### src/hw/rtl/cep_pkg.sv
package cep_pkg;

  localparam int QUEUE_DEPTH = 4;
  localparam int QPTR_W      = 2;
  localparam int QCNT_W      = 3;

  localparam logic [1:0] PERM_FIRST  = 2'd0;
  localparam logic [1:0] PERM_SECOND = 2'd1;
  localparam logic [1:0] PERM_THIRD  = 2'd2;

  typedef struct packed {
    logic signed [31:0] a;
    logic signed [31:0] ca;
    logic signed [31:0] ba;
    logic signed [31:0] d;
    logic signed [31:0] w1;
    logic               last;
  } cep_item_t;

  typedef struct packed {
    logic full;
    logic empty;
  } cep_qstat_t;

  typedef struct packed {
    logic [1:0] perm;
    logic       refl;
    logic       run_end;
    logic       set_end;
  } cep_tag_t;

  function automatic logic signed [31:0] fx_sat(input logic signed [32:0] v);
    logic signed [31:0] res;
    priority if (v > 33'sd2147483647) begin
      res = 32'sh7fffffff;
    end else if (v < -33'sd2147483648) begin
      res = 32'sh80000000;
    end else begin
      res = v[31:0];
    end
    return res;
  endfunction

  function automatic logic signed [31:0] fx_add(input logic signed [31:0] x,
                                                input logic signed [31:0] y);
    return fx_sat({x[31], x} + {y[31], y});
  endfunction

  function automatic logic signed [31:0] fx_sub(input logic signed [31:0] x,
                                                input logic signed [31:0] y);
    return fx_sat({x[31], x} - {y[31], y});
  endfunction

  // rounded to nearest, ties up, then saturated
  function automatic logic signed [31:0] fx_mul(input logic signed [31:0] x,
                                                input logic signed [31:0] y,
                                                input int frac);
    logic signed [63:0] prod;
    logic signed [63:0] shf;
    logic signed [31:0] res;
    prod = 64'(x) * 64'(y);
    prod = prod + (64'sd1 <<< (frac - 1));
    shf  = prod >>> frac;
    priority if (shf > 64'sd2147483647) begin
      res = 32'sh7fffffff;
    end else if (shf < -64'sd2147483648) begin
      res = 32'sh80000000;
    end else begin
      res = shf[31:0];
    end
    return res;
  endfunction

endpackage

### src/hw/rtl/cep_queue.sv
module cep_queue (
  input  logic                clk,
  input  logic                rst,
  input  logic                push,
  input  cep_pkg::cep_item_t  push_item,
  input  logic                pop,
  output cep_pkg::cep_item_t  head_item,
  output cep_pkg::cep_qstat_t qstat
);

  cep_pkg::cep_item_t              mem [cep_pkg::QUEUE_DEPTH];
  logic [cep_pkg::QPTR_W-1:0]      wr_ptr;
  logic [cep_pkg::QPTR_W-1:0]      rd_ptr;
  logic [cep_pkg::QCNT_W-1:0]      count;

  assign qstat.full  = (count == cep_pkg::QCNT_W'(cep_pkg::QUEUE_DEPTH));
  assign qstat.empty = (count == '0);
  assign head_item   = mem[rd_ptr];

  always_ff @(posedge clk) begin
    if (rst) begin
      wr_ptr <= '0;
      rd_ptr <= '0;
      count  <= '0;
    end else begin
      if (push) begin
        wr_ptr <= wr_ptr + 1'b1;
      end
      if (pop) begin
        rd_ptr <= rd_ptr + 1'b1;
      end
      unique case ({push, pop})
        2'b10:   count <= count + 1'b1;
        2'b01:   count <= count - 1'b1;
        default: count <= count;
      endcase
    end
  end

  always_ff @(posedge clk) begin
    if (push) begin
      mem[wr_ptr] <= push_item;
    end
  end

endmodule

### config.mk
export PLATFORM = sky130hd
export DESIGN_NAME = cep_queue
export DESIGN_NICKNAME = d
export VERILOG_FILES = /design/src/hw/rtl/cep_pkg.sv /design/src/hw/rtl/cep_queue.sv
export SDC_FILE = /design/constraint.sdc
export NUM_CORES = 1
export LEC_CHECK = 0
export BUFFER_PORTS_ARGS = -buffer_cell sky130_fd_sc_hd__buf_2
export CAP_MARGIN = 20
export CELL_PAD_IN_SITES_DETAIL_PLACEMENT = 1
export CELL_PAD_IN_SITES_GLOBAL_PLACEMENT = 2
export CORE_MARGIN = 10
export CORE_UTILIZATION = 49
export CTS_CLUSTER_DIAMETER = 150
export DETAILED_ROUTE_END_ITERATION = 16
export GPL_TIMING_DRIVEN = 0
export PLACE_DENSITY = 0.85
export SLEW_MARGIN = 20
export SYNTH_ARGS = -nofsm -noshare
export SYNTH_HDL_FRONTEND = slang
export SYNTH_SLANG_ARGS = --single-unit
### constraint.sdc
create_clock -name clk -period 7.3 [get_ports clk]
set_input_delay 1.095 -clock clk [delete_from_list [all_inputs] [get_ports clk]]
set_output_delay 1.095 -clock clk [all_outputs]
set_load 0.005 [all_outputs]
==> Word level (Yosys, flattened, before mapping) <==
Memory sizes are Yosys's and may differ from the RTL's. A register that Yosys moved wholly into a read port is not among the register bits.
Cells that the tools add are included.
{ "totals": {"memories": 1, "input_bits": 165, "ff_bits": 7, "elab_cells": 18, "mem_bits_rw": 644, "output_inout_bits": 163} }
{ "memory_table": {"columns": ["name", "words", "word_bits", "rd", "rd_ports_with_merged_regs", "write_ports", "line", "text"], "rows": [
  ["mem", 4, 161, 1, 1, 1, "cep_queue.sv:11", "cep_pkg::cep_item_t mem [cep_pkg::QUEUE_DEPTH];"]
]} }
{ "op_classes": {"n_eq_ne": 3, "muxes": 5, "addsub": 4, "n_reduce_logical": 2} }
{ "op_table": {"columns": ["op", "count"], "rows": [
  ["3-bit one-hot mux with 2 select lines", 1],
  ["2-bit by 1-bit adder with 2-bit output, second input constant", 2],
  ["2-bit two-way mux", 2],
  ["3-bit by 1-bit adder with 3-bit output, second input constant", 1],
  ["3-bit equality test, second input constant", 1],
  ["3-bit zero test", 1],
  ["3-bit by 1-bit subtractor with 3-bit output, second input constant", 1],
  ["2-bit by 1-bit equality test with 1-bit output, second input constant", 1],
  ["2-bit equality test, second input constant", 1],
  ["1-bit two-way mux", 2],
  ["2-bit nonzero test", 1]
]} }

==> Longest topological paths before layout <==
Gate-level depths: netlist (run 1).
{ "depth": {"ltp_word": 3, "ltp_mapped": 7, "ltp_nobuf": 7} }

==> Worst setup path before layout (run 1) <==
Ideal clock, no wire load.
{ "synth_path": {"path_type": "input port to flip-flop", "startpoint": "in push", "endpoint": "mem mem[0][0] (netlist bit) (enable)", "arrival_ns": 4.763, "slack_ns": 1.997, "path_stages": 1, "t_required_ns": 6.760, "n_path_buf": 0, "setup_ns": 0.540, "path_cell_list": "and2_1"} }
{ "synth_between": {"elab_chain_cells": 2} }
{ "synth_lines": {"columns": ["item", "line", "text"], "rows": [
  ["from (decl)", "cep_queue.sv:4", "input logic push,"],
  ["1-bit two-way mux", "cep_queue.sv:41", "if (push) begin"],
  ["1-bit two-way mux (not written as such)", "cep_queue.sv:42", "mem[wr_ptr] <= push_item;"],
  ["to (decl)", "cep_queue.sv:11", null]
]} }
No other way between the ends.

==> results of run 1 <==
## sequential cells by signal (all words and copies together) (netlist names), named ones only
name / count
wr_ptr: 2
mem: 644
rd_ptr: 2
count: 3
## layout by cell type, fill, tap and decap left out
cell type   synthesis  layout
buf_2              18     344
nand2_1             1       1
a21oi_1             2       2
xnor2_1             2       2
nor3_1              1       1
or3_1               1       1
buf_16              0      12
inv_1               6       6
buf_12              0       4
fa_1                1       1
bufinv_16           0       5
ha_1                5       5
edfxtp_1          644     644
nor2_1              8       8
diode_2             0       7
clkinv_2            0       6
clkbuf_8            0       2
xor2_1              3       3
mux4_2            161     161
clkbuf_1            8      25
o21ai_0             1       1
and3_1              1       1
buf_6              11      11
clkinv_1            0      14
and2_4              0       4
clkinvlp_4          0       6
dfxtp_1             9       9
clkbuf_16           0      73
mux2i_1             1       1
## cells by family after synthesis
kind of cell             share of synthesized area
XOR/XNOR                                   0.00185
multiplexers                                 0.154
buffers and inverters                       0.0113
AND/OR/NAND/NOR                            0.00323
adder cells (fa/ha/maj)                    0.00349
AO/OA/AOI/OAI                             0.000635
flip-flops                                   0.826
## worst max-delay path by stage
stage	depth (start not counted)	endpoint
final	5	head_item[54]
after CTS	5	head_item[102]
after detailed placement	5	head_item[98]
after floorplan	1	mem[0][0]
after global routing	5	head_item[60]
after global placement	2	mem[1][81]
## layout make-up
cell class	count	area [µm²]
inverters	6	22.5
clock buffers	92	1920
clock inverters	31	278
flip-flops and latches	653	19500
fillers	3927	19100
multi-input cells	192	3860
diodes	7	17.5
repair buffers	342	2040
well taps	615	769
plain buffers	37	244
## per-layer routing
| metal | share of wire | wire length (µm) | vias up | track usage |
|---|---|---|---|---|
| met5 | 0.0016 | 86 | - | 0 |
| met4 | 0.018 | 939 | 12 | 0.0488 |
| met3 | 0.083 | 4370 | 81 | 0.0656 |
| met2 | 0.51 | 27000 | 339 | 0.309 |
| met1 | 0.39 | 20600 | 5713 | 0.230 |
| li1 | - | - | 4698 | - |
## power groups by stage
stage / clock network [mW] / registers, mW / logic [mW]
2_1_floorplan: 0 / 4.44 / 0.406
3_3_place_gp: 0 / 4.47 / 0.758
3_5_place_dp: 0 / 4.43 / 0.811
4_1_cts: 3.47 / 4.35 / 0.816
5_1_grt: 3.62 / 4.36 / 0.861
6_report: 3.38 / 4.35 / 0.790
## worst reg2reg max path: cells and delay by family (launching register included)
kind | cells | cell delay, ns
adders and majority gates | 1 | 0.16
buffers and inverters | 4 | 0.99
DFF | 1 | 0.36
and+or+nand+nor | 1 | 0.25
## stage by stage
| step | instance area, µm² | std cells | util | setup WS, ns | hold slack [ns] |
|---|---|---|---|---|---|
| after detailed placement | 26500 | 1845 | 0.554 | 4.31 | 0.526 |
| after floorplan | 23600 | 888 | - | 2.00 | 0.467 |
| after global placement | 26000 | 1829 | 0.545 | -1.19 | 0.482 |
| final | 28700 | 1975 | 0.601 | 3.75 | 0.536 |
| after CTS | 28700 | 1968 | 0.600 | 3.66 | 0.536 |
| after global routing | 28700 | 1971 | 0.600 | 3.62 | 0.576 |
==> results.md, run 1 <==
* Critical Path Start Type: flop
* Cell mode on critical path: buf_2
* Final global-route overflow total at 0
* Post-Synthesis Cell Area at 23,600 µm²
* Worst-Skew Late Latency at 0.60 ns
* Leakage dissipation at 9.68 nW
* Worst path required time at 6.20 ns
* RR Endpoint: mem[2][114]
* Unrepaired setup endpoints after global routing: no
* H-tree depth at 3
* Avg Vias per Cell at 5.49
* Slew HR at 0.510
* Pwr/cell area at 297 nW/µm²
* Post-synth ARST share at 0
* CP Class: reg -> out
* Vias post-DR at 10,800
* First-pass GRT wire length at 78,600 µm
* Seq cells post-synth at 653
* Sw frac at 0.214
* Critical-path cell list: buf_2 -> buf_2 -> buf_2 -> mux4_2 -> buf_2
* DR iter-0 viols at 776
* Final setup TNS at 0 ns
* Max-slew violation count at 0
* Register area share after synthesis at 0.826
* Final total power at 8.52 mW
* Finish-stage setup viols at 0
* Tcrit/Tclk final at 0.486
* Comb power frac at 0.093
* Kind of cell adding the most delay to the critical path: buffers and inverters
* Worst Skew at 0.0128 ns
* CTS root buf: clkbuf_16
* Synth warn at 0
* Hold WC Path Type: reg -> reg
* Worst-margin pin slew at 0.735 ns
* Share of power burned in registers at 0.510
* F_max at 0.282 GHz
* Routed Antenna Nets at 0
* Clock transition at the registers of the reported paths at 0.06 ns
* Std cell rows at 80
* Hold depth at 2
* Core ar. at 47,700 µm²
* CP max-delay cell: buf_2
* Clk buf depth at 3
* Most frequent cell after synthesis: edfxtp_1
* Wire length per cell at 26.8 µm
* I/O Buffers at 326
* Maximum VDD drop at 0.225 mV
* Clock Sinks at 653
* Syn nets at 1,059
* Initial antenna violation count at 10
* Die height at 240 µm
* Die area at 57,400 µm²
* Max-cap viol count at 0
* Status: complete, no violations
* Largest net degree at the start of global routing at 45
* CTS buffer count at 69
* Final nets at 1,472
* Tot GR Track Use at 0.187
* Num ports at 328
* Clock power frac at 0.397
* Hold Path End: count[2]
* Crit-path max cell delay at 0.40 ns
* CP Data Arrival Time at 2.46 ns
* Int Power at 6.70 mW
* Starting density of the core at 0.495
* CP endpoint kind: output pin
* Final hold vios at 0
* GP Congestion at 0.699
* Hpwl dp at 35,100 µm
* Top cells by count, synth: edfxtp_1 (644), mux4_2 (161), buf_2 (18)
* Psw at 1.82 mW
* Critical path peak fanout at 10
* Layout cells sized above 1 at 0.464
* DRT Pass-1 Iters at 8
* Post-Route WL at 53,000 µm
* Post-synth cell types at 20
* Buf/Inv on CP at 4
* Number of global-route vias before repair at 12,000
* Crit path time final at 3.55 ns
* TritonCTS clock tree: yes
* Synth Instances at 888
* # DRC at 0
* Hold Startpoint: count[2]
* Mean Syn Cell Area at 26.6 µm²
* Post-synth top area share at 0.818
* Reg-to-reg startpoint: wr_ptr[0]
* Register-to-Register Path Depth at 6
* Ys flop type: edfxtp_1
* Die X-Extent at 240 µm
* Post-CTS resize count at 0
* Postcts setup bufs at 0
* Leading area contributor after synthesis: edfxtp_1
* EDFF count, synth at 644
* R2R setup slack at 5.21 ns
* Hold_buf cts at 0
* Top post-synthesis cells by area: edfxtp_1 (82%), mux4_2 (15%), dfxtp_1 (0.76%)
* Area grow syn2layout at 21.3%
Power figures use the tool's default switching activity.
==> run 2: changes to the inputs <==
--- a/config.mk
+++ b/config.mk
@@ -5,16 +5,17 @@
 export SDC_FILE = /design/constraint.sdc
 export NUM_CORES = 1
 export LEC_CHECK = 0
+export ABC_AREA = 1
 export BUFFER_PORTS_ARGS = -buffer_cell sky130_fd_sc_hd__buf_2
 export CAP_MARGIN = 20
 export CELL_PAD_IN_SITES_DETAIL_PLACEMENT = 1
 export CELL_PAD_IN_SITES_GLOBAL_PLACEMENT = 2
 export CORE_MARGIN = 10
-export CORE_UTILIZATION = 49
+export CORE_UTILIZATION = 37
 export CTS_CLUSTER_DIAMETER = 150
 export DETAILED_ROUTE_END_ITERATION = 16
 export GPL_TIMING_DRIVEN = 0
-export PLACE_DENSITY = 0.85
+export PLACE_DENSITY = 0.76
 export SLEW_MARGIN = 20
 export SYNTH_ARGS = -nofsm -noshare
 export SYNTH_HDL_FRONTEND = slang
==> constraint.sdc (replaced) <==
create_clock -name clk -period 3.16 [get_ports clk]
set_input_delay 0.474 -clock clk [delete_from_list [all_inputs] [get_ports clk]]
set_output_delay 0.474 -clock clk [all_outputs]
set_load 0.005 [all_outputs]
==> run 2 against run 1 <==
  * Synthesized area rose by 2.2%
  * Non-clock buffer count increased by 81
  * Sequential power rose by 130%
  * Critical path type unchanged
  * Sequential share of layout area shrank 2.6 points
  * Clock skew increased by 0.00066 ns
  * Via count increased by 42%
  * Flip-flop and latch count stayed put
==> results.md, run 2 <==
* Status: complete, no violations
* Starting density of the core at 0.374 (-0.121)
* Slew HR at 0.550 (+0.0395)
* Hold_buf cts at 0 (unchanged)
* Commonest non-fill, non-tap cells in the layout: edfxtp_1 (644), buf_2 (357), nor2_1 (325), o21ai_0 (319), o22ai_1 (161)
* Synth Instances at 1,615 (+82%)
* Syn nets at 1,786 (+69%)
* Post-Synth Adder-Cell Area at 0.00342 (-0.0000760)
* Max-slew violation count at 0 (unchanged)
* Post-synth cell types at 20 (unchanged)
* Post-synth top area share at 0.800 (-0.0178)
* Largest family of logic cells by synthesized area: compound AO/OA/AOI/OAI gates
* Tot GR Track Use at 0.186 (-0.000223)
* Die X-Extent at 276 µm (+15%)
* Synth warn at 0 (unchanged)
* Kind of cell adding the most delay to the critical path: buffers and inverters
* Avg Vias per Cell at 5.18 (-5.7%)
* Final hold vios at 0 (unchanged)
* Number of global-route vias before repair at 16,600 (+38%)
* Final global-route overflow total at 0 (unchanged)
* Critical Path Start Type: flop
* Die height at 276 µm (+15%)
* Largest net degree at the start of global routing at 29 (-36%)
* Comb power frac at 0.094 (about the same)
* Clk buf depth at 3 (unchanged)
* GP Congestion at 0.731 (+4.6%)
* XOR/XNOR Fraction of Synth Area at 0 (-0.00185)
* Cell mode on critical path: buf_4
* EDFF count, synth at 644 (unchanged)
* Area grow syn2layout at 23.5%
* Post-synthesis mux area share at 0 (-0.154)
* Core ar. at 64,600 µm² (+35%)
* Std cell rows at 93 (+16%)
* Final total power at 20.0 mW (+130%)
* F_max at 0.336 GHz
* Clock transition at the registers of the reported paths at 0.06 ns (about the same)
* Crit path depth at 6 (+1)
* CP endpoint kind: output pin
* Psw at 4.74 mW (+160%)
* Num ports at 328 (unchanged)
* Top post-synthesis cells by area: edfxtp_1 (80%), o21ai_0 (6.6%), nor2_1 (5.0%)
* Worst Skew at 0.0134 ns (+0.000661 ns)
* Critical path peak fanout at 10 (unchanged)
* Clock Sinks at 653 (unchanged)
* Fin util at 0.462 (-0.139)
* Int Power at 15.3 mW (+130%)
* Worst-margin pin slew at 0.674 ns (-0.0606 ns)
* Register-to-Register Path Depth at 8 (+2)
* Crit-path max cell delay at 0.44 ns (+0.04 ns)
* Hpwl dp at 47,800 µm (+36%)
* Clock power frac at 0.407 (+0.010)
* Unrepaired setup endpoints after global routing: yes
* I/O Buffers at 327 (+0.31%)
* Seq cells post-synth at 653 (unchanged)
* Postcts setup bufs at 0 (unchanged)
* Ys flop type: edfxtp_1
* TritonCTS clock tree: yes
* Largest Register: mem
* Worst-Skew Late Latency at 0.60 ns (about the same)
* H-tree depth at 3 (unchanged)
* Max-cap viol count at 0 (unchanged)
* Hold WC Path Type: in -> reg
* Leading area contributor after synthesis: edfxtp_1
* Critical-path cell list: buf_4 -> buf_4 -> clkbuf_1 -> o21ai_0 -> o22ai_1 -> buf_2
* CP Data Arrival Time at 2.50 ns (+0.04 ns)
* DP Area at 27,500 µm² (+3.9%)
* Most common cell after layout, fill and taps aside: edfxtp_1
* Share of power burned in registers at 0.499 (-0.011)
* Pwr/cell area at 671 nW/µm² (+130%)
* Vias post-DR at 15,400 (+42%)
* CP Class: reg -> out
* Most frequent cell after synthesis: edfxtp_1
* Max reg flops at 644 (unchanged)
* Leakage dissipation at 10.4 nW (+7.2%)
* Post-Route WL at 72,500 µm (+37%)
* Die area at 75,900 µm² (+32%)
* Hold depth at 1 (-1)
* Finish-stage setup viols at 0 (unchanged)
* Post-synth ARST share at 0 (unchanged)
* Tcrit/Tclk final at 0.942
* Initial antenna violation count at 20 (+10)
* Maximum VDD drop at 0.439 mV (+95%)
* DRT Pass-1 Iters at 5 (-3)
* Post-CTS resize count at 12 (+12)
* Sw frac at 0.237 (+0.0234)
* Crit path time final at 2.98 ns
* Routed Antenna Nets at 0 (unchanged)
* Final nets at 2,215 (+50%)
* # DRC at 0 (unchanged)
* Register area share after synthesis at 0.808 (-0.0180)
* Leading registers by flop count: mem x644, count x3
* Simple-Gate Fraction of Synth Area at 0.0528 (+0.0495)
* DR iter-0 viols at 979 (+26%)
* CTS root buf: clkbuf_16
* Synth Area in Compound Gates at 0.111 (+0.110)
* Final Cell Area at 29,800 µm² (+4.1%)
* Worst path required time at 2.69 ns (-3.51 ns)
* Top cells by count, synth: edfxtp_1 (644), nor2_1 (325), o21ai_0 (319)
* CTS buffer count at 73 (+5.8%)
* Wire length per cell at 24.4 µm (-9.0%)
* Layout cells sized above 1 at 0.257 (-0.207)
* Mean Syn Cell Area at 15.0 µm² (-44%)
* CP max-delay cell: clkbuf_1
* Buf/Inv on CP at 4 (unchanged)
* First-pass GRT wire length at 106,000 µm (+34%)
* Post-Synthesis Cell Area at 24,200 µm² (+2.2%)
run 2: cell count changes in the layout (fill, tap and decap cells not counted), moves of 6 or more:
cell / delta
o21ai_0: +318
nor2_1: +317
mux4_2: -161
o22ai_1: +161
clkbuf_1: +29
clkbuf_2: +19
buf_12: +17
buf_2: +13
o21ai_1: +9
buf_16: -6
buf_4: +6
clkinv_2: +6
run 2: layout make-up:
| type | count | area (µm²) |
|---|---|---|
| Fill cell | 6544 | 34700 |
| Tap cell | 855 | 1070 |
| Clock inverter | 40 | 344 |
| Multi-Input combinational cell | 838 | 4050 |
| Clock buffer | 92 | 1950 |
| Inverter | 18 | 82.6 |
| Timing Repair Buffer | 354 | 2220 |
| Buffer | 106 | 572 |
| Antenna cell | 11 | 27.5 |
| Sequential cell | 653 | 19500 |
run 2: worst paths after layout:
kind                  start       endpoint  slack (ns)
max                    flop  head_item[69]        0.18
min          push_item[113]    mem[0][113]        0.07
max reg2reg       wr_ptr[0]     mem[0][66]        0.83
min reg2reg       rd_ptr[1]      rd_ptr[1]        0.45
run 2: cells by family (layout without fill, tap and decap cells):
group / after synthesis / count (layout)
AO/OA/AOI/OAI: 494 / 494
adder cells (fa/ha/maj): 6 / 6
AND/OR/NAND/NOR: 338 / 338
buffers and inverters: 124 / 610
flip-flops: 653 / 653
other: 0 / 11
run 2: power by group through the flow:
| stage | sequential (mW) | clock, mW | combinational [mW] |
|---|---|---|---|
| floorplan | 10.2 | 0 | 0.809 |
| global placement | 10.2 | 0 | 1.78 |
| detailed placement | 10.2 | 0 | 1.93 |
| CTS | 9.98 | 8.34 | 1.94 |
| global route | 10.0 | 8.70 | 2.09 |
| finish | 9.98 | 8.14 | 1.89 |
run 2: through the flow:
stage                     hold slack [ns]  worst slack [ns]  instances  setup TNS (ns)
final                              0.0741             0.182       2967               0
after global placement              0.432             -2.76       2797        -1709.39
after CTS                          0.0335           0.00594       2956               0
after floorplan                     0.412            -0.227       1615         -139.28
after detailed placement            0.441             0.568       2824               0
after global routing               0.0523          -0.00785       2964         -0.0143
run 2: per-layer routing:
layer,vias to the layer above,global-route usage,part of all wire
li1,7023,-,-
met4,14,0.0732,0.031
met1,7785,0.228,0.41
met2,414,0.314,0.50
met3,124,0.0448,0.059
met5,-,0,0.0013
==> run 3: changes to the inputs <==
--- a/config.mk
+++ b/config.mk
@@ -5,13 +5,13 @@
 export SDC_FILE = /design/constraint.sdc
 export NUM_CORES = 1
 export LEC_CHECK = 0
-export ABC_AREA = 1
+export ABC_AREA = 0
 export BUFFER_PORTS_ARGS = -buffer_cell sky130_fd_sc_hd__buf_2
 export CAP_MARGIN = 20
 export CELL_PAD_IN_SITES_DETAIL_PLACEMENT = 1
 export CELL_PAD_IN_SITES_GLOBAL_PLACEMENT = 2
 export CORE_MARGIN = 10
-export CORE_UTILIZATION = 37
+export CORE_UTILIZATION = 41
 export CTS_CLUSTER_DIAMETER = 150
 export DETAILED_ROUTE_END_ITERATION = 16
 export GPL_TIMING_DRIVEN = 0
==> run 3 against run 2 <==
  * First-iteration DRC count down 43%
  * Highest routed layer unchanged
  * Clock skew increased by 0.0041 ns
  * Critical path depth shrank 1
  * Via count is 30% lower
  * Sequential power barely moved
  * Clock-buffer cell count is 4 higher
==> results.md, run 3 (synthesis results as in run 1) <==
* Clock transition at the registers of the reported paths at 0.06 ns (about the same)
* M1 WL at 20,500 µm (-30%)
* Initial antenna violation count at 13 (-35%)
* Finish-stage setup viols at 0 (unchanged)
* Final nets at 1,471 (-34%)
* Status: complete, no violations
* Layout Cells excl Fill at 2,118 (-29%)
* Wire length per cell at 24.8 µm (+1.6%)
* Final hold vios at 0 (unchanged)
* Final global-route overflow total at 0 (unchanged)
* Tot GR Track Use at 0.155 (-0.0310)
* First-pass GRT wire length at 78,500 µm (-26%)
* Largest Register: mem
* Max-slew violation count at 0 (unchanged)
* Crit path time final at 2.90 ns (-0.0773 ns)
* Worst-Skew Late Latency at 0.58 ns (-0.02 ns)
* Avg Vias per Cell at 5.09 (-1.7%)
* Number of global-route vias before repair at 11,900 (-28%)
* DR iter-0 viols at 556 (-43%)
* DRT Pass-1 Iters at 5 (unchanged)
* Clk buf depth at 3 (unchanged)
* Hpwl dp at 34,700 µm (-27%)
* Unrepaired setup endpoints after global routing: no
* CTS buffer count at 68 (-6.8%)
* Final total power at 19.6 mW (-1.9%)
* Die X-Extent at 260 µm (-5.6%)
* F_max at 0.345 GHz (+2.7%)
* Hold WC Path Type: in -> reg
* DP Area at 26,600 µm² (-3.1%)
* Core ar. at 56,700 µm² (-12%)
* Post-CTS resize count at 1 (-11)
* Max reg flops at 644 (unchanged)
* Hold_buf cts at 0 (unchanged)
* TritonCTS clock tree: yes
* Metal3 WL at 4470 µm (+4.1%)
* Leakage dissipation at 9.69 nW (-6.6%)
* Std cell rows at 87 (-6.5%)
* GP Congestion at 0.693 (-5.2%)
* Filler Cell Count at 5,035 (-23%)
* Starting density of the core at 0.417 (+0.0426)
* Post-Route WL at 52,600 µm (-27%)
* CP endpoint kind: output pin
* Postcts setup bufs at 0 (unchanged)
* Leading registers by flop count: mem x644, count x3
* CP Data Arrival Time at 2.43 ns (-0.07 ns)
* Layout cells sized above 1 at 0.463 (+0.206)
* Setup ws final at 0.259 ns (+0.0773 ns)
* # DRC at 0 (unchanged)
* Die area at 67,700 µm² (-11%)
* Most common cell after layout, fill and taps aside: edfxtp_1
* Vias post-DR at 10,800 (-30%)
* Max-cap viol count at 0 (unchanged)
* Dpl cells at 1,986 (-30%)
* Final Cell Area at 28,800 µm² (-3.4%)
* H-tree depth at 3 (unchanged)
* Worst Skew at 0.0175 ns (+0.00409 ns)
* Num ports at 328 (unchanged)
* Critical path peak fanout at 10 (unchanged)
* Critical Path Start Type: flop
* Met2 wire length at 26,600 µm (-27%)
* Tcrit/Tclk final at 0.918 (-0.0244)
* I/O Buffers at 326 (-0.31%)
* Routed Antenna Nets at 0 (unchanged)
* Fin util at 0.508 (+0.0464)
* Area grow syn2layout at 22.0%
* Worst path required time at 2.69 ns (about the same)
* CP Class: reg -> out
* Worst-margin pin slew at 0.696 ns (+0.0216 ns)
* CTS root buf: clkbuf_16
* Highest Signal Layer: met5
* Commonest non-fill, non-tap cells in the layout: edfxtp_1 (644), buf_2 (343), mux4_2 (161), clkbuf_16 (70), clkbuf_1 (30)
* Maximum VDD drop at 0.477 mV (+8.6%)
* Largest net degree at the start of global routing at 44 (+52%)
* Slew HR at 0.536 (-0.0135)
* Post-Place Setup Slack at 0.629 ns (+0.0609 ns)
* Clock Sinks at 653 (unchanged)
* Pwr/cell area at 681 nW/µm² (+1.5%)
* Die height at 260 µm (-5.6%)
## run 3: cell count changes in the layout (fill, tap and decap cells not counted), sizes merged, moves of 4 or more
cell	previous run	this run
o21ai	328	1
nor2	325	8
mux4	0	161
o22ai	161	0
clkbuf	149	104
buf	403	371
clkinv	31	20
nand2	9	1
clkinvlp	6	0
inv	17	11
diode	11	6
and2	0	4
## run 3: through the flow
step                setup TNS [ns]  hold WS, ns
global placement          -1061.02        0.490
global route                     0       0.0631
detailed placement               0        0.512
finish                           0       0.0965
CTS                              0       0.0475
floorplan                        0        0.467
## run 3: critical path, stage by stage, from the launching register on
cell,delay (ns)
dfxtp_1,0.31
buf_2,0.30
buf_4,0.31
buf_2,0.37
mux4_2,0.38
buf_2,0.15
## run 3: path summary, 6_finish.rpt
| check | start | end | slack (ns) | cells past startpoint |
|---|---|---|---|---|
| setup reg to reg | wr_ptr[0] | mem[1][124] | 1.25 | 4 |
| hold / removal | push_item[134] | mem[0][134] | 0.1 | 1 |
| setup / recovery | flop | head_item[137] | 0.26 | 5 |
| hold reg to reg | count[2] | count[2] | 0.52 | 2 |
## run 3: metal layers
layer | track usage | vias up
li1 | - | 4697
met1 | 0.188 | 5665
met2 | 0.258 | 323
met3 | 0.0563 | 75
met4 | 0.0444 | 18
met5 | 0 | -
## run 3: report_power, final
part	switching [mW]	internal (mW)
registers	0.0880	9.95
clock network	3.17	4.60
logic	0.953	0.866
total	4.21	15.4
## run 3: layout make-up
class	count	area, µm²	area share
multi-input combinational	192	3860	0.134
tap	756	946	0.0328
antenna	6	15.0	0.000521
clock inverter	30	290	0.0101
buffer	37	246	0.00855
inverter	6	22.5	0.000781
sequential	653	19500	0.677
timing repair buffer	342	2040	0.0708
clock buffer	96	1890	0.0655
